### config.mk
export PLATFORM = sky130hd
export DESIGN_NAME = key_repeat_and_chord_qualifier_flat
export DESIGN_NICKNAME = d
export VERILOG_FILES = /design/src/hw/rtl/krcq_pkg.sv /design/src/hw/rtl/krcq_if.sv /design/src/hw/rtl/key_repeat_and_chord_qualifier.sv /design/src/hw/rtl/krcq_lane.sv /design/src/hw/rtl/krcq_core.sv /design/src/flat_wrapper.sv
export VERILOG_INCLUDE_DIRS = /design/src /design/src/hw/rtl
export SDC_FILE = /design/constraint.sdc
export NUM_CORES = 1
export LEC_CHECK = 0
export BUFFER_PORTS_ARGS = -buffer_cell sky130_fd_sc_hd__buf_2
export CORE_MARGIN = 2
export CORE_UTILIZATION = 35
export CTS_BUF_LIST = sky130_fd_sc_hd__clkbuf_8 sky130_fd_sc_hd__clkbuf_16
export CTS_CLUSTER_SIZE = 12
export DETAILED_ROUTE_END_ITERATION = 6
export GPL_ROUTABILITY_DRIVEN = 0
export PLACE_DENSITY_LB_ADDON = 0.12
export RECOVER_POWER = 50
export SYNTH_ARGS = -nofsm -noshare
export SYNTH_HDL_FRONTEND = slang
export SYNTH_SLANG_ARGS = --single-unit
export TNS_END_PERCENT = 10
### constraint.sdc
create_clock -name clk -period 5.7 [get_ports clk]
set_input_delay 1.14 -clock clk [delete_from_list [all_inputs] [get_ports clk]]
set_output_delay 1.14 -clock clk [all_outputs]
set_load 0.02 [all_outputs]
### src/hw/rtl/key_repeat_and_chord_qualifier_defines.svh
// ----------------------------------------------------------------------------
// Keypad qualifier assertion macros
// Shared concurrent assertion forms used by the keypad qualifier RTL.
// Each macro expects signals named clk and rst in the enclosing module.
// ----------------------------------------------------------------------------
`ifndef KEY_REPEAT_AND_CHORD_QUALIFIER_DEFINES_SVH
`define KEY_REPEAT_AND_CHORD_QUALIFIER_DEFINES_SVH

// Same-cycle implication, disabled during reset.
`define KRCQ_CHECK(lbl, ante, cons, msg) \
  lbl: assert property (@(posedge clk) disable iff (rst) (ante) |-> (cons)) \
    else $error(msg);

// Next-cycle implication, disabled during reset.
`define KRCQ_CHECK_NEXT(lbl, ante, cons, msg) \
  lbl: assert property (@(posedge clk) disable iff (rst) (ante) |=> (cons)) \
    else $error(msg);

`endif

### src/hw/rtl/krcq_pkg.sv
// ----------------------------------------------------------------------------
// Keypad qualifier package
// Widths, register indexes, item and result types shared by the block.
// ----------------------------------------------------------------------------
`default_nettype none

package krcq_pkg;

  // Number of keys on the pad and the fixed field widths.
  localparam int NUM_KEYS  = 10;
  localparam int FIELD_W   = 10;
  localparam int CNT_W     = 8;
  localparam int REG_IDX_W = 2;

  // Keys that can actually be sampled fit inside the key field.
  localparam int KEY_LANES = (NUM_KEYS < FIELD_W) ? NUM_KEYS : FIELD_W;
  localparam logic [FIELD_W-1:0] KEY_MASK = FIELD_W'((1 << KEY_LANES) - 1);

  localparam logic [CNT_W-1:0] CNT_MAX = '1;

  // Configuration register indexes.
  localparam logic [REG_IDX_W-1:0] REG_REPEAT_TOP    = 2'd0;
  localparam logic [REG_IDX_W-1:0] REG_REPEAT_RELOAD = 2'd1;
  localparam logic [REG_IDX_W-1:0] REG_TAP_HOLD      = 2'd2;

  // Configuration reset values.
  localparam logic [CNT_W-1:0] RST_REPEAT_TOP    = 8'd32;
  localparam logic [CNT_W-1:0] RST_REPEAT_RELOAD = 8'd29;
  localparam logic [CNT_W-1:0] RST_TAP_HOLD      = 8'd5;

  typedef enum logic [0:0] {
    KIND_TICK  = 1'b0,
    KIND_QUERY = 1'b1
  } kind_e;

  typedef struct packed {
    logic [CNT_W-1:0] repeat_top;
    logic [CNT_W-1:0] repeat_reload;
    logic [CNT_W-1:0] tap_hold_frames;
  } cfg_t;

  typedef struct packed {
    kind_e              kind;
    logic [FIELD_W-1:0] keys;
    logic [FIELD_W-1:0] key_a;
    logic [FIELD_W-1:0] key_b;
  } item_t;

  typedef struct packed {
    logic [FIELD_W-1:0] held_now;
    logic [FIELD_W-1:0] pressed_now;
    logic [FIELD_W-1:0] repeat_now;
    logic [FIELD_W-1:0] chord_result;
  } result_t;

  // Per-key flags that one counter lane reports to the query logic.
  typedef struct packed {
    logic hold_eq_tap;
    logic rel_one;
    logic rel_two;
    logic rep_fire;
  } lane_stat_t;

  // True when the mask names exactly one key that exists on the pad.
  function automatic logic key_valid(input logic [FIELD_W-1:0] mask);
    key_valid = (mask != '0) && ((mask & (mask - 1'b1)) == '0) &&
                ((mask & ~KEY_MASK) == '0);
  endfunction

endpackage

`default_nettype wire

### src/hw/rtl/krcq_if.sv
// ----------------------------------------------------------------------------
// Keypad qualifier channels
// Valid/ready channels for request beats, result beats and register writes.
// ----------------------------------------------------------------------------
`default_nettype none

interface krcq_req_if;
  import krcq_pkg::*;
  logic               valid;
  logic               ready;
  logic [0:0]         kind;
  logic [FIELD_W-1:0] keys;
  logic [FIELD_W-1:0] key_a;
  logic [FIELD_W-1:0] key_b;

  modport source (output valid, kind, keys, key_a, key_b, input ready);
  modport sink   (input valid, kind, keys, key_a, key_b, output ready);
endinterface

interface krcq_rsp_if;
  import krcq_pkg::*;
  logic               valid;
  logic               ready;
  logic [FIELD_W-1:0] held_now;
  logic [FIELD_W-1:0] pressed_now;
  logic [FIELD_W-1:0] repeat_now;
  logic [FIELD_W-1:0] chord_result;

  modport source (output valid, held_now, pressed_now, repeat_now, chord_result,
                  input ready);
  modport sink   (input valid, held_now, pressed_now, repeat_now, chord_result,
                  output ready);
endinterface

interface krcq_cfg_if;
  import krcq_pkg::*;
  logic                 valid;
  logic                 ready;
  logic [REG_IDX_W-1:0] reg_index;
  logic [CNT_W-1:0]     wdata;

  modport source (output valid, reg_index, wdata, input ready);
  modport sink   (input valid, reg_index, wdata, output ready);
endinterface

`default_nettype wire

### src/hw/rtl/key_repeat_and_chord_qualifier.sv
// ----------------------------------------------------------------------------
// Keypad auto-repeat and chord qualifier
// Qualifies a small keypad: per-key repeat timing and two-key chord queries.
// ----------------------------------------------------------------------------
// Usage:
//   req carries one beat per item: kind selects a frame tick (keys holds the
//   raw key sample) or a chord query (key_a and key_b name one key each).
//   rsp returns exactly one beat per request beat, in order, with the held,
//   newly pressed and repeat masks and the chord answer (zero for ticks).
//   cfg writes repeat_top, repeat_reload and tap_hold_frames by reg_index;
//   it is always ready; the user must write it only while idle, unchecked by the block.
// Timing:
//   A request beat is registered at the input, processed by the key lanes and
//   the chord logic once the result register is free or drains, and lands in
//   the result register. One beat per cycle is sustained while rsp is ready,
//   with all ten key lanes updating together.
// Reset and stall:
//   rst (synchronous) clears all key masks and the chord latch, sets hold
//   counts to zero and release counts to 255, and loads default registers.
//   While rsp is stalled the result register holds, one more request waits in
//   the input register, and req.ready drops until the result is taken.
// ----------------------------------------------------------------------------
`default_nettype none
`include "key_repeat_and_chord_qualifier_defines.svh"

module key_repeat_and_chord_qualifier (
  input  wire logic  clk,
  input  wire logic  rst,
  krcq_req_if.sink   req,
  krcq_rsp_if.source rsp,
  krcq_cfg_if.sink   cfg
);
  import krcq_pkg::*;

  cfg_t    cfg_regs;
  logic    in_valid;
  item_t   in_item;
  logic    advance;
  result_t result;
  result_t out_result;
  logic    out_valid;

  // Configuration registers.
  assign cfg.ready = 1'b1;

  always_ff @(posedge clk) begin
    if (rst) begin
      cfg_regs.repeat_top      <= RST_REPEAT_TOP;
      cfg_regs.repeat_reload   <= RST_REPEAT_RELOAD;
      cfg_regs.tap_hold_frames <= RST_TAP_HOLD;
    end else if (cfg.valid) begin
      unique case (cfg.reg_index)
        REG_REPEAT_TOP:    cfg_regs.repeat_top      <= cfg.wdata;
        REG_REPEAT_RELOAD: cfg_regs.repeat_reload   <= cfg.wdata;
        REG_TAP_HOLD:      cfg_regs.tap_hold_frames <= cfg.wdata;
        default: ;
      endcase
    end
  end

  // The held beat moves on whenever the result register is free or drains.
  assign advance   = in_valid && (!out_valid || rsp.ready);
  assign req.ready = !in_valid || advance;

  // Input register.
  always_ff @(posedge clk) begin
    if (rst) begin
      in_valid <= 1'b0;
    end else if (req.ready) begin
      in_valid <= req.valid;
    end
  end

  always_ff @(posedge clk) begin
    if (req.valid && req.ready) begin
      in_item.kind  <= kind_e'(req.kind);
      in_item.keys  <= req.keys;
      in_item.key_a <= req.key_a;
      in_item.key_b <= req.key_b;
    end
  end

  krcq_core u_core (
    .clk     (clk),
    .rst     (rst),
    .advance (advance),
    .item    (in_item),
    .cfg     (cfg_regs),
    .result  (result)
  );

  // Result register.
  always_ff @(posedge clk) begin
    if (rst) begin
      out_valid <= 1'b0;
    end else if (advance) begin
      out_valid <= 1'b1;
    end else if (rsp.ready) begin
      out_valid <= 1'b0;
    end
  end

  always_ff @(posedge clk) begin
    if (advance) begin
      out_result <= result;
    end
  end

  assign rsp.valid        = out_valid;
  assign rsp.held_now     = out_result.held_now;
  assign rsp.pressed_now  = out_result.pressed_now;
  assign rsp.repeat_now   = out_result.repeat_now;
  assign rsp.chord_result = out_result.chord_result;

  // A waiting beat is never dropped while the result side is stalled.
  `KRCQ_CHECK_NEXT(a_top_hold_input, in_valid && !advance, in_valid, "top: waiting beat lost")
  // Every result beat shows newly pressed keys only among held keys.
  `KRCQ_CHECK(a_top_pressed_held, out_valid, (rsp.pressed_now & ~rsp.held_now) == '0, "top: pressed key not held in result")

endmodule

`default_nettype wire

### src/hw/rtl/krcq_lane.sv
// ----------------------------------------------------------------------------
// Keypad qualifier key lane
// Hold and release frame counters of one key, with its repeat and query flags.
// ----------------------------------------------------------------------------
`default_nettype none
`include "key_repeat_and_chord_qualifier_defines.svh"

module krcq_lane (
  input  wire logic                clk,
  input  wire logic                rst,
  input  wire logic                tick,
  input  wire logic                key_down,
  input  wire krcq_pkg::cfg_t      cfg,
  output krcq_pkg::lane_stat_t     stat
);
  import krcq_pkg::*;

  logic [CNT_W-1:0] hold_count;
  logic [CNT_W-1:0] hold_count_next;
  logic [CNT_W-1:0] release_count;
  logic [CNT_W-1:0] release_count_next;
  logic [CNT_W:0]   hold_inc;

  // Next counts for a frame tick: a held key counts up and wraps past the
  // repeat top, a released key counts released frames up to saturation.
  always_comb begin
    hold_inc = {1'b0, hold_count} + 1'b1;
    if (key_down) begin
      hold_count_next    = (hold_inc > {1'b0, cfg.repeat_top}) ?
                           cfg.repeat_reload : hold_inc[CNT_W-1:0];
      release_count_next = '0;
    end else begin
      hold_count_next    = '0;
      release_count_next = (release_count == CNT_MAX) ?
                           release_count : release_count + 1'b1;
    end
  end

  // Counter registers, updated only on frame ticks.
  always_ff @(posedge clk) begin
    if (rst) begin
      hold_count    <= '0;
      release_count <= CNT_MAX;
    end else if (tick) begin
      hold_count    <= hold_count_next;
      release_count <= release_count_next;
    end
  end

  // Flags: repeat uses the new count, query flags use the stored counts.
  always_comb begin
    stat.rep_fire    = (hold_count_next == CNT_W'(1)) ||
                       (hold_count_next == cfg.repeat_top);
    stat.hold_eq_tap = (hold_count == cfg.tap_hold_frames);
    stat.rel_one     = (release_count == CNT_W'(1));
    stat.rel_two     = (release_count == CNT_W'(2));
  end

  // A key is either counting held frames or released frames, never both.
  `KRCQ_CHECK(a_lane_exclusive, 1'b1, (hold_count == '0) || (release_count == '0), "lane: hold and release counts both nonzero")

endmodule

`default_nettype wire

### src/hw/rtl/krcq_core.sv
// ----------------------------------------------------------------------------
// Keypad qualifier core
// Key masks, chord latch and the per-key lanes; computes one result per beat.
// ----------------------------------------------------------------------------
`default_nettype none
`include "key_repeat_and_chord_qualifier_defines.svh"

module krcq_core (
  input  wire logic             clk,
  input  wire logic             rst,
  input  wire logic             advance,
  input  wire krcq_pkg::item_t  item,
  input  wire krcq_pkg::cfg_t   cfg,
  output krcq_pkg::result_t     result
);
  import krcq_pkg::*;

  logic [FIELD_W-1:0] held_bits;
  logic [FIELD_W-1:0] pressed_bits;
  logic [FIELD_W-1:0] repeat_bits;
  logic [FIELD_W-1:0] chord_latch;
  logic [FIELD_W-1:0] chord_latch_next;

  logic               is_tick;
  logic               tick;
  logic [FIELD_W-1:0] keys_m;

  lane_stat_t         stat [KEY_LANES];
  logic [FIELD_W-1:0] rep_vec;
  logic [FIELD_W-1:0] tap_vec;
  logic [FIELD_W-1:0] rel1_vec;
  logic [FIELD_W-1:0] rel2_vec;

  logic               a_ok;
  logic               b_ok;
  logic               a_tap;
  logic               b_tap;
  logic               a_rel1;
  logic               b_rel1;
  logic               a_rel2;
  logic               b_rel2;
  logic [FIELD_W-1:0] latch_clr;
  logic [FIELD_W-1:0] latch_chord;
  logic [FIELD_W-1:0] latch_a;
  logic [FIELD_W-1:0] answer;
  logic [FIELD_W-1:0] answer_chord;
  logic [FIELD_W-1:0] answer_a;
  logic               chord_hit;

  assign is_tick = (item.kind == KIND_TICK);
  assign tick    = advance && is_tick;
  assign keys_m  = item.keys & KEY_MASK;

  // One counter lane per key.
  for (genvar i = 0; i < KEY_LANES; i++) begin : g_lane
    krcq_lane u_lane (
      .clk      (clk),
      .rst      (rst),
      .tick     (tick),
      .key_down (keys_m[i]),
      .cfg      (cfg),
      .stat     (stat[i])
    );
  end

  // Gather lane flags into key-ordered vectors.
  always_comb begin
    rep_vec  = '0;
    tap_vec  = '0;
    rel1_vec = '0;
    rel2_vec = '0;
    for (int i = 0; i < KEY_LANES; i++) begin
      rep_vec[i]  = stat[i].rep_fire;
      tap_vec[i]  = stat[i].hold_eq_tap;
      rel1_vec[i] = stat[i].rel_one;
      rel2_vec[i] = stat[i].rel_two;
    end
  end

  // Count lookups for the query keys. A key that is not a single pad key
  // reads hold and release counts of zero.
  always_comb begin
    a_ok   = key_valid(item.key_a);
    b_ok   = key_valid(item.key_b);
    a_tap  = a_ok ? |(item.key_a & tap_vec) : (cfg.tap_hold_frames == '0);
    b_tap  = b_ok ? |(item.key_b & tap_vec) : (cfg.tap_hold_frames == '0);
    a_rel1 = a_ok && |(item.key_a & rel1_vec);
    b_rel1 = b_ok && |(item.key_b & rel1_vec);
    a_rel2 = a_ok && |(item.key_a & rel2_vec);
    b_rel2 = b_ok && |(item.key_b & rel2_vec);
  end

  // Chord query: release clear, chord detection, then single-key reports
  // for the first key and the second key, the later report winning.
  always_comb begin
    latch_clr = chord_latch;
    if (a_rel2) begin
      latch_clr = latch_clr & ~item.key_a;
    end
    if (b_rel2) begin
      latch_clr = latch_clr & ~item.key_b;
    end

    chord_hit = (|(pressed_bits & item.key_a) && |(held_bits & item.key_b)) ||
                (|(pressed_bits & item.key_b) && |(held_bits & item.key_a));
    latch_chord  = chord_hit ? (latch_clr | item.key_a | item.key_b) : latch_clr;
    answer_chord = chord_hit ? (item.key_a | item.key_b) : '0;

    latch_a  = latch_chord;
    answer_a = answer_chord;
    if (((latch_chord & item.key_a) == '0) && (a_tap || a_rel1)) begin
      latch_a  = latch_chord | item.key_a;
      answer_a = item.key_a;
    end

    chord_latch_next = latch_a;
    answer           = answer_a;
    if (((latch_a & item.key_b) == '0) && (b_tap || b_rel1)) begin
      chord_latch_next = latch_a | item.key_b;
      answer           = item.key_b;
    end
  end

  // Key state registers.
  always_ff @(posedge clk) begin
    if (rst) begin
      held_bits    <= '0;
      pressed_bits <= '0;
      repeat_bits  <= '0;
      chord_latch  <= '0;
    end else if (advance) begin
      if (is_tick) begin
        pressed_bits <= keys_m & ~held_bits;
        held_bits    <= keys_m;
        repeat_bits  <= rep_vec;
      end else begin
        chord_latch  <= chord_latch_next;
      end
    end
  end

  // Result of the beat being processed, as the state reads after it.
  always_comb begin
    if (is_tick) begin
      result.held_now     = keys_m;
      result.pressed_now  = keys_m & ~held_bits;
      result.repeat_now   = rep_vec;
      result.chord_result = '0;
    end else begin
      result.held_now     = held_bits;
      result.pressed_now  = pressed_bits;
      result.repeat_now   = repeat_bits;
      result.chord_result = answer;
    end
  end

  // A newly pressed key is always among the held keys.
  `KRCQ_CHECK(a_core_pressed_held, 1'b1, (pressed_bits & ~held_bits) == '0, "core: pressed key not held")

endmodule

`default_nettype wire

### src/flat_wrapper.sv
// flat-port wrapper written by rule: the top's interface ports become plain ports
module key_repeat_and_chord_qualifier_flat import krcq_pkg::*;
  (clk, rst, req_valid, req_kind, req_keys, req_key_a, req_key_b, req_ready, rsp_valid, rsp_held_now, rsp_pressed_now, rsp_repeat_now, rsp_chord_result, rsp_ready, cfg_valid, cfg_reg_index, cfg_wdata, cfg_ready);
  krcq_req_if req_i ();
  krcq_rsp_if rsp_i ();
  krcq_cfg_if cfg_i ();
  input  wire logic clk;
  input  wire logic rst;
  input wire logic [$bits(req_i.valid)-1:0] req_valid;
  input wire logic [$bits(req_i.kind)-1:0] req_kind;
  input wire logic [$bits(req_i.keys)-1:0] req_keys;
  input wire logic [$bits(req_i.key_a)-1:0] req_key_a;
  input wire logic [$bits(req_i.key_b)-1:0] req_key_b;
  output wire logic [$bits(req_i.ready)-1:0] req_ready;
  output wire logic [$bits(rsp_i.valid)-1:0] rsp_valid;
  output wire logic [$bits(rsp_i.held_now)-1:0] rsp_held_now;
  output wire logic [$bits(rsp_i.pressed_now)-1:0] rsp_pressed_now;
  output wire logic [$bits(rsp_i.repeat_now)-1:0] rsp_repeat_now;
  output wire logic [$bits(rsp_i.chord_result)-1:0] rsp_chord_result;
  input wire logic [$bits(rsp_i.ready)-1:0] rsp_ready;
  input wire logic [$bits(cfg_i.valid)-1:0] cfg_valid;
  input wire logic [$bits(cfg_i.reg_index)-1:0] cfg_reg_index;
  input wire logic [$bits(cfg_i.wdata)-1:0] cfg_wdata;
  output wire logic [$bits(cfg_i.ready)-1:0] cfg_ready;
  assign req_i.valid = req_valid;
  assign req_i.kind = req_kind;
  assign req_i.keys = req_keys;
  assign req_i.key_a = req_key_a;
  assign req_i.key_b = req_key_b;
  assign req_ready = req_i.ready;
  assign rsp_valid = rsp_i.valid;
  assign rsp_held_now = rsp_i.held_now;
  assign rsp_pressed_now = rsp_i.pressed_now;
  assign rsp_repeat_now = rsp_i.repeat_now;
  assign rsp_chord_result = rsp_i.chord_result;
  assign rsp_i.ready = rsp_ready;
  assign cfg_i.valid = cfg_valid;
  assign cfg_i.reg_index = cfg_reg_index;
  assign cfg_i.wdata = cfg_wdata;
  assign cfg_ready = cfg_i.ready;
  key_repeat_and_chord_qualifier u_core (.clk(clk), .rst(rst), .req(req_i), .rsp(rsp_i), .cfg(cfg_i));
endmodule
# Word-level counts from Yosys, hierarchy flattened
# Index checks and enable logic that the tools add are counted.
[totals]
regBits = 297
[classes]
bitwise = 26
n_eq_ne = 72
order_cmp = 10
reduce_logical = 64
muxes = 53
n_addsub = 22
[ops]
columns = ["op", "count"]
rows = [
  ["$mux W8", 40],
  ["$and A10 B10 Y10", 17],
  ["$eq A8 B1 Y1 const B", 20],
  ["$eq A8 B8 Y1", 20],
  ["$reduce_or A10 Y1", 10],
  ["$add A8 B1 Y9 const B", 10],
  ["$gt A9 B8 Y1", 10],
  ["$add A8 B1 Y8 const B", 10],
  ["$eq A8 B2 Y1 const B", 10],
  ["$eq A8 B8 Y1 const B", 10],
  ["$mux W10", 8],
  ["$or A10 B10 Y10", 5],
  ["$logic_not A10 Y1", 4],
  ["$mux W40", 1],
  ["$not A10 Y10", 3],
  ["$reduce_and A2 Y1", 15],
  ["$ne A2 B1 Y1 const B", 10],
  ["$reduce_bool A10 Y1", 2],
  ["$sub A10 B1 Y10 const B", 2],
  ["$logic_or A1 B1 Y1", 15],
  ["$logic_and A1 B1 Y1", 13],
  ["$logic_not A8 Y1", 1],
  ["$mux W1", 4],
  ["$eq A2 B1 Y1 const B", 1],
  ["other kinds (5)", 6],
]

# Depth between registers and ports, before layout
# Gate-level depths: netlist of the first run.
[depth]
ltp_word = 20
depth_mapped = 18

# By module
# A second synthesis of the first run with hierarchy kept.
[hier_totals]
cells_unflattened = 2756
hier_area_um2 = 23343.6
[by_module_without_submodules]
columns = ["mod", "instances", "seq_area_each_um2", "cells_each", "area_per_inst_um2"]
rows = [
  ["krcq_lane (u_core.u_core.g_lane[1].u_lane ...)", 5, 320.3, 200, 1604.0],
  ["krcq_core", 1, 800.8, 524, 3856.2],
  ["krcq_lane (u_core.u_core.g_lane[8].u_lane ...)", 2, 320.3, 215, 1717.9],
  ["key_repeat_and_chord_qualifier", 1, 2652.5, 179, 3225.6],
  ["krcq_lane (u_core.u_core.g_lane[6].u_lane)", 1, 320.3, 220, 1676.6],
  ["krcq_lane (u_core.u_core.g_lane[0].u_lane)", 1, 320.3, 214, 1634.1],
  ["krcq_lane (u_core.u_core.g_lane[7].u_lane)", 1, 320.3, 189, 1495.2],
]

# Least setup slack after synthesis of the first run
# Ideal clock, no wire load.
[synth_path]
path_type = "register to register"
startpoint = "register u_core.u_core.g_lane[7].u_lane.hold_count[2]"
endpoint = "register u_core.out_result, in the netlist u_core.rsp.repeat_now[7], data pin"
setup_slack_ns = 1.930
path_buffers = 1
path_stages_with_launch = 17
t_arrival_ns = 3.510
setup_time_ns = 0.260
t_required_ns = 5.440
period_less_slack_ns = 3.770
path_cell_list = "dfxtp_1 -> clkbuf_1 -> and4_1 -> nand2_1 -> nor2_1 -> xnor2_1 -> inv_1 -> ha_1 -> nand4_1 -> nor2_1 -> a2111oi_0 -> nor3_1 -> mux2i_1 -> xnor2_1 -> nor4_1 -> a41o_1 -> mux2_2"
[synth_lines]
columns = ["element", "line_no", "source"]
rows = [
  ["start: declaration", "krcq_lane.sv:18", "logic [CNT_W-1:0] hold_count;"],
  ["start signal: assignment", "krcq_lane.sv:45", "hold_count <= hold_count_next;"],
  ["end signal: assignment", "key_repeat_and_chord_qualifier.sv:105", "out_result <= result;"],
  ["end: declaration", "key_repeat_and_chord_qualifier.sv:40", "result_t out_result;"],
]

# Final worst setup path of the first run
[layout_path]
startpoint = "input rst"
endpoint = "register u_core.u_core.g_lane[4].u_lane.hold_count[6]"
[layout_lines]
columns = ["element", "line_no", "source"]
rows = [
  ["start: declaration", "flat_wrapper.sv:8", "input wire logic rst;"],
  ["end signal: assignment", "krcq_lane.sv:45", ""],
  ["end: declaration", "krcq_lane.sv:18", ""],
]
# No word-level cell between the ends.

==> results of run 1 <==
-- layer usage --
layer | GRT usage | wire, µm
met1 | 0.336 | 36000
met2 | 0.403 | 36300
met3 | 0.0334 | 5470
met4 | 0.110 | 3470
met5 | 0 | 0
-- critical path, stage by stage --
cell	delay, ns
clkbuf_2	1.03
clkbuf_1	2.79
nor3_1	0.17
-- cells in the final DEF, fill, tap and decap left out, types with 51 or more instances in the layout --
cell type	instances
xnor2_1	171
dfxtp_1	226
nand2_1	386
o21ai_0	140
inv_1	91
nor3_1	51
edfxtp_1	71
nor2_1	229
a21oi_1	193
nand4_1	107
nand3_1	96
ha_1	120
-- power by group through the flow --
stage               clock network, mW  registers (mW)  logic [mW]
finish                           2.37            2.42       0.914
CTS                              2.44            2.41       0.914
global route                     2.53            2.43        1.00
detailed placement                  0            2.45       0.908
floorplan                           0            2.40       0.672
global placement                    0            2.45       0.898
-- per-stage QoR --
step	worst slack [ns]	power [mW]	cell area (µm²)	hold slack (ns)
5_1_grt	0.418	5.96	23500	0.523
6_report	0.763	5.70	23500	0.482
2_1_floorplan	1.93	3.07	21400	0.462
3_5_place_dp	0.985	3.36	22300	0.472
4_1_cts	0.954	5.76	23600	0.486
3_3_place_gp	1.06	3.35	22300	0.461
-- how the worst max path moves through the flow --
| stage | to | slack, ns | cells after the start |
|---|---|---|---|
| after CTS | u_core.rsp.repeat_now[5] | 0.95 | 15 |
| after detailed placement | u_core.rsp.repeat_now[5] | 0.98 | 15 |
| after global placement | u_core.rsp.repeat_now[5] | 1.06 | 15 |
| after global routing | u_core.u_core.g_lane[9].u_lane.release_count[1] | 0.42 | 4 |
| final | u_core.u_core.g_lane[4].u_lane.hold_count[6] | 0.76 | 3 |
| after floorplan | u_core.rsp.repeat_now[7] | 1.93 | 16 |
-- sequential cells by signal, summed over array words and instances, names as in the netlist --
name / cells
u_core.cfg_regs: 24
u_core.in_item: 31
u_core.in_valid: 1
u_core.rsp.chord_result: 10
u_core.rsp.held_now: 10
u_core.rsp.pressed_now: 10
u_core.rsp.repeat_now: 10
u_core.rsp.valid: 1
u_core.u_core.chord_latch: 10
u_core.u_core.g_lane.u_lane.hold_count: 80
u_core.u_core.g_lane.u_lane.release_count: 80
u_core.u_core.held_bits: 10
u_core.u_core.pressed_bits: 10
u_core.u_core.repeat_bits: 10
-- final cells by class --
cell class / count / area, µm² / area share
clock buffer: 45 / 1050 / 0.0446
clock inverter: 23 / 173 / 0.00736
inverter: 82 / 308 / 0.0131
multi-input combinational: 2150 / 13500 / 0.576
sequential: 297 / 6660 / 0.284
tap: 782 / 978 / 0.0417
timing repair buffer: 142 / 787 / 0.0335
-- kinds of logic (layout without fill, tap and decap cells) --
kind of cell	count (synthesis)	after routing	share of synthesized area
xor+xnor	211	211	0.0865
other cells	1	1	0.000175
simple gates	1107	1107	0.250
fa+ha+maj	122	122	0.0712
mux	33	33	0.0158
flops	297	297	0.311
compound gates	676	676	0.209
buf+inv	255	292	0.0564
==> results.txt, run 1 <==
Layout Cells excl Fill - 3521
vias per inst - 5.97
ys flop type - dfxtp_1
post-synthesis sequential area ratio - 0.311
Max Slew Vio Count - 249
Final Net Count - 2876
Total Neg Setup Slack - 0 ns
overall routed net length - 81.3 mm
Worst Setup SP - rst
hold buffer count at cts - 0
synth top area cells - dfxtp_1 (21%), edfxtp_1 (10%), ha_1 (7.0%), xnor2_1 (7.0%), nand2_1 (6.8%)
Synth area leader - dfxtp_1
DRT iter0 DRCs - 1912
Syn Std Cell Area - 21400 µm²
failing checks - capacitance limit, slew limit
dpl hpwl - 55.7 mm
hold crit path type - reg2reg
fin crit share - 0.866
# placed instances - 3453
Layout fillers - 6252
DR WL/cell - 23.1 µm
total grt overflow - 0
kind of critical path - in2reg
internal power - 3.96 mW
Post-synth EDFFs - 71
clock sink total - 297
H-tree depth - 2
Flop pwr share - 0.424
R2R depth - 15
Combinational Power Share - 0.160
Hold Violations, Final - 0
Final Util - 0.389
Reg-to-Reg End - u_core.rsp.repeat_now[5]
Leak Pwr - 9.02 nW
fin crit period - 4.94 ns
Slew Limit Headroom - -1.58
via count - 21000
RR Startpoint - u_core.u_core.g_lane[5].u_lane.hold_count[0]
Die H - 251 µm
Hold Path Stages - 2
worst min-delay path startpoint - u_core.cfg_regs[12]
IO Port Bufs - 87
clk buf depth - 3
Power per Cell Area - 243 nW/µm²
reg2reg setup slack - 0.83 ns
# setup viols final - 0
Cells after Synth - 2702
share of the synthesized area in the top cell type - 0.212
Crit path arrival time - 5.23 ns
Least-Margin Pin Slew - 3.87 ns
Startpoint Class - input pin
first-pass GRT wire length - 122 mm
initial antenna violation count - 2
CTS buffer count - 37
CTS tree - built
Ys Warns - 0
Starting Density - 0.354
Hold EP - u_core.cfg_regs[12]
Clock Latency Late Sink - 0.59 ns
Peak Freq - 0.203 GHz
Avg Cell Area, Syn - 7.91 µm²
full die area - 63100 µm²
flops & latches, synth - 297
Synth top cells by count - nand2_1 (387), nor2_1 (230), dfxtp_1 (226)
antenna fix cells - 0
vias in the first global route - 19800
clk_skew - 0.0243 ns
CTS clk-pin slew, worst paths - 0.06 ns
largest net degree at the start of global routing - 69
status - finished, violations left
max-cap violations - 6
width of the die - 251 µm
sw frac - 0.305
sw power - 1.74 mW
Worst VDD drop - 0.216 mV
I/O Pins - 89
WP data required - 5.99 ns
CP endpoint kind - register
synth unique cells - 95
Async SR Flop Fraction - 0
setup bufs post-CTS - 0
Core Rows - 90
remaining antenna violation count after routing - 0
RSZ-0062 raised after global routing - no
clock group share of total power - 0.416
DR DRC count - 0
count of TritonRoute iterations in the first routing pass - 6
area growth from synthesis to layout - 9.84%
crit path max fanout - 68
Resized cells post-CTS - 0
Root Driver - clkbuf_16
share of layout cells above drive strength 1 - 0.0763
floorplan core area - 60400 µm²
post-synth net total - 2868
All-Layer GR Usage - 0.250
most common cell in the netlist - nand2_1
No activity file was read; power rests on OpenSTA's default activity.
==> run 2, diff against run 1 <==
Settings changed: CTS_BUF_LIST sky130_fd_sc_hd__clkbuf_8 sky130_fd_sc_hd__clkbuf_16 to sky130_fd_sc_hd__clkbuf_8, GPL_TIMING_DRIVEN from default to 0.
Clock period 5.7 ns to 4.15 ns, I/O delays scaled along.
==> run 2 against run 1 <==
Effect of this change:
- the run now ends clean
- sequential cell count unchanged
- clock power increased by 33%
- combinational power grew 63%
- clock-buffer cell count rose by 25
- sequential power grew 35%
- highest routed layer is now met5
==> results.txt, run 2 (synthesis gave the netlist of run 1 again) <==
fin crit share - 0.991
clk_skew - 0.0359 ns (+0.0116 ns)
I/O Pins - 89 (unchanged)
DR WL/cell - 26.1 µm (+13%)
WP buf/inv - 2 (unchanged)
H-tree depth - 2 (unchanged)
Power per Cell Area - 323 nW/µm² (+33%)
vias per inst - 6.16 (+3.2%)
width of the die - 251 µm (unchanged)
CTS buffer count - 57 (+54%)
vias in the first global route - 21200 (+6.8%)
Final Util - 0.405 (+0.0162)
crit-path most repeated cell - o21a_1
Max Slew Vio Count - 0 (-100%)
Worst VDD drop - 0.257 mV (+19%)
Least-Margin Pin Slew - 1.45 ns (-2.42 ns)
first-pass GRT wire length - 139 mm (+14%)
Final Net Count - 3014 (+4.8%)
CTS clk-pin slew, worst paths - 0.07 ns (about the same)
dpl hpwl - 67.5 mm (+21%)
commonest non-fill, non-tap cell in the layout - nand2_1
Crit path arrival time - 4.64 ns (-0.59 ns)
commonest cells after routing, fill and taps aside - nand2_1 (387), nor2_1 (222), dfxtp_1 (211), a21oi_1 (191), xnor2_1 (164)
area growth from synthesis to layout - 14.4%
CP Cell Sequence - inv_1, clkbuf_4, ha_1, o21a_1, o21a_1, o31ai_1, and3_2, mux2_2, or4_1, a2111oi_2, o2111ai_2, a31oi_2
Post-DP Area - 22800 µm² (+2.2%)
status - completed
hold crit path type - in2reg
max-cap violations - 0 (-6)
total grt overflow - 0 (unchanged)
CP endpoint kind - register
RSZ-0062 raised after global routing - yes
full die area - 63100 µm² (unchanged)
Die H - 251 µm (unchanged)
Core Rows - 90 (unchanged)
IO Port Bufs - 86 (-1.1%)
share of layout cells above drive strength 1 - 0.113 (+0.0367)
clk buf depth - 3 (unchanged)
slowest stage delay, CP - 0.54 ns (-2.25 ns)
remaining antenna violation count after routing - 0 (unchanged)
post-route cell area - 24500 µm² (+4.2%)
WP data required - 4.68 ns (-1.31 ns)
WHS - 0.282 ns (-0.200 ns)
cell family with most CP delay - compound AO/OA/AOI/OAI gates
Root Driver - clkbuf_8
hold buffer count at cts - 0 (unchanged)
count of TritonRoute iterations in the first routing pass - 6 (unchanged)
reg2reg setup slack - 0.04 ns (-0.79 ns)
Place WS - -1.31 ns (-2.29 ns)
via count - 22700 (+7.7%)
kind of critical path - reg2reg
Tot Pwr - 7.91 mW (+39%)
fin crit period - 4.11 ns
Peak Freq - 0.243 GHz
CTS tree - built
antenna fix cells - 0 (unchanged)
Clock Latency Late Sink - 0.72 ns (+0.13 ns)
DRT iter0 DRCs - 2648 (+38%)
Leak Pwr - 9.33 nW (+3.4%)
largest net degree at the start of global routing - 36 (-48%)
final worst slack - 0.0370 ns (-0.726 ns)
floorplan core area - 60400 µm² (unchanged)
DR DRC count - 0 (unchanged)
Hold Violations, Final - 0 (unchanged)
biggest regs - u_core.u_core.g_lane.u_lane.hold_count (80), u_core.u_core.g_lane.u_lane.release_count (80), u_core.in_item (31)
overall routed net length - 95.8 mm (+18%)
Starting Density - 0.354 (unchanged)
Startpoint Class - register
clock sink total - 297 (unchanged)
crit path max fanout - 19 (-72%)
CP max stage cell - clkbuf_4
initial antenna violation count - 2 (unchanged)
Slew Limit Headroom - 0.0335 (+1.61)
All-Layer GR Usage - 0.294 (+0.0432)
# setup viols final - 0 (unchanged)
run 2: final cells by class:
type,instances,area [µm²]
Fill cell,6253,35900
Tap cell,782,978
Clock buffer,70,963
Multi-Input combinational cell,2150,13900
Sequential cell,297,6680
Clock inverter,34,233
Inverter,82,320
Buffer,163,897
Timing Repair Buffer,97,479
run 2: final timing paths:
kind / start / end / depth (start not counted)
max reg2reg: u_core.cfg_regs[18] / u_core.rsp.repeat_now[2] / 12
min reg2reg: u_core.u_core.g_lane[2].u_lane.hold_count[5] / u_core.u_core.g_lane[2].u_lane.hold_count[5] / 2
max: u_core.cfg_regs[18] / u_core.rsp.repeat_now[2] / 12
min: req_key_b[3] / u_core.in_item[3] / 1
run 2: what timing repair did:
action / in CTS / in global routing
setup buffers: 0 / 8
pin swaps: 3 / 11
resized for setup: 45 / 78
setup endpoints to repair: 103 / 29
run 2: routing by layer:
metal	part of all wire	vias up	GRT usage
met1	0.41	10900	0.374
met3	0.090	332	0.0505
met2	0.44	1265	0.471
met5	0.00014	-	0
met4	0.061	2	0.163
li1	-	10200	-
run 2: report_power, final:
part           total [mW]  internal [mW]  leakage, nW  switching, mW
clock network        3.15           1.66        0.689           1.49
logic                1.49          0.514         6.11          0.979
registers            3.26           3.10         2.53          0.158
total                7.91           5.28         9.33           2.63
run 2: metrics by stage:
stage	cells	setup TNS (ns)
6_report	3675	0
5_1_grt	3675	-0.542
4_1_cts	3672	-0.0910
3_5_place_dp	3573	-55.91
3_3_place_gp	3570	-175.59
2_1_floorplan	2702	0
run 2: worst reg2reg max path: stages (launching register included):
cell	delay [ns]
dfxtp_1	0.32
inv_1	0.19
clkbuf_4	0.54
ha_1	0.35
o21a_1	0.11
o21a_1	0.16
o31ai_1	0.34
and3_2	0.29
mux2_2	0.33
or4_1	0.44
a2111oi_2	0.39
o2111ai_2	0.21
a31oi_2	0.26
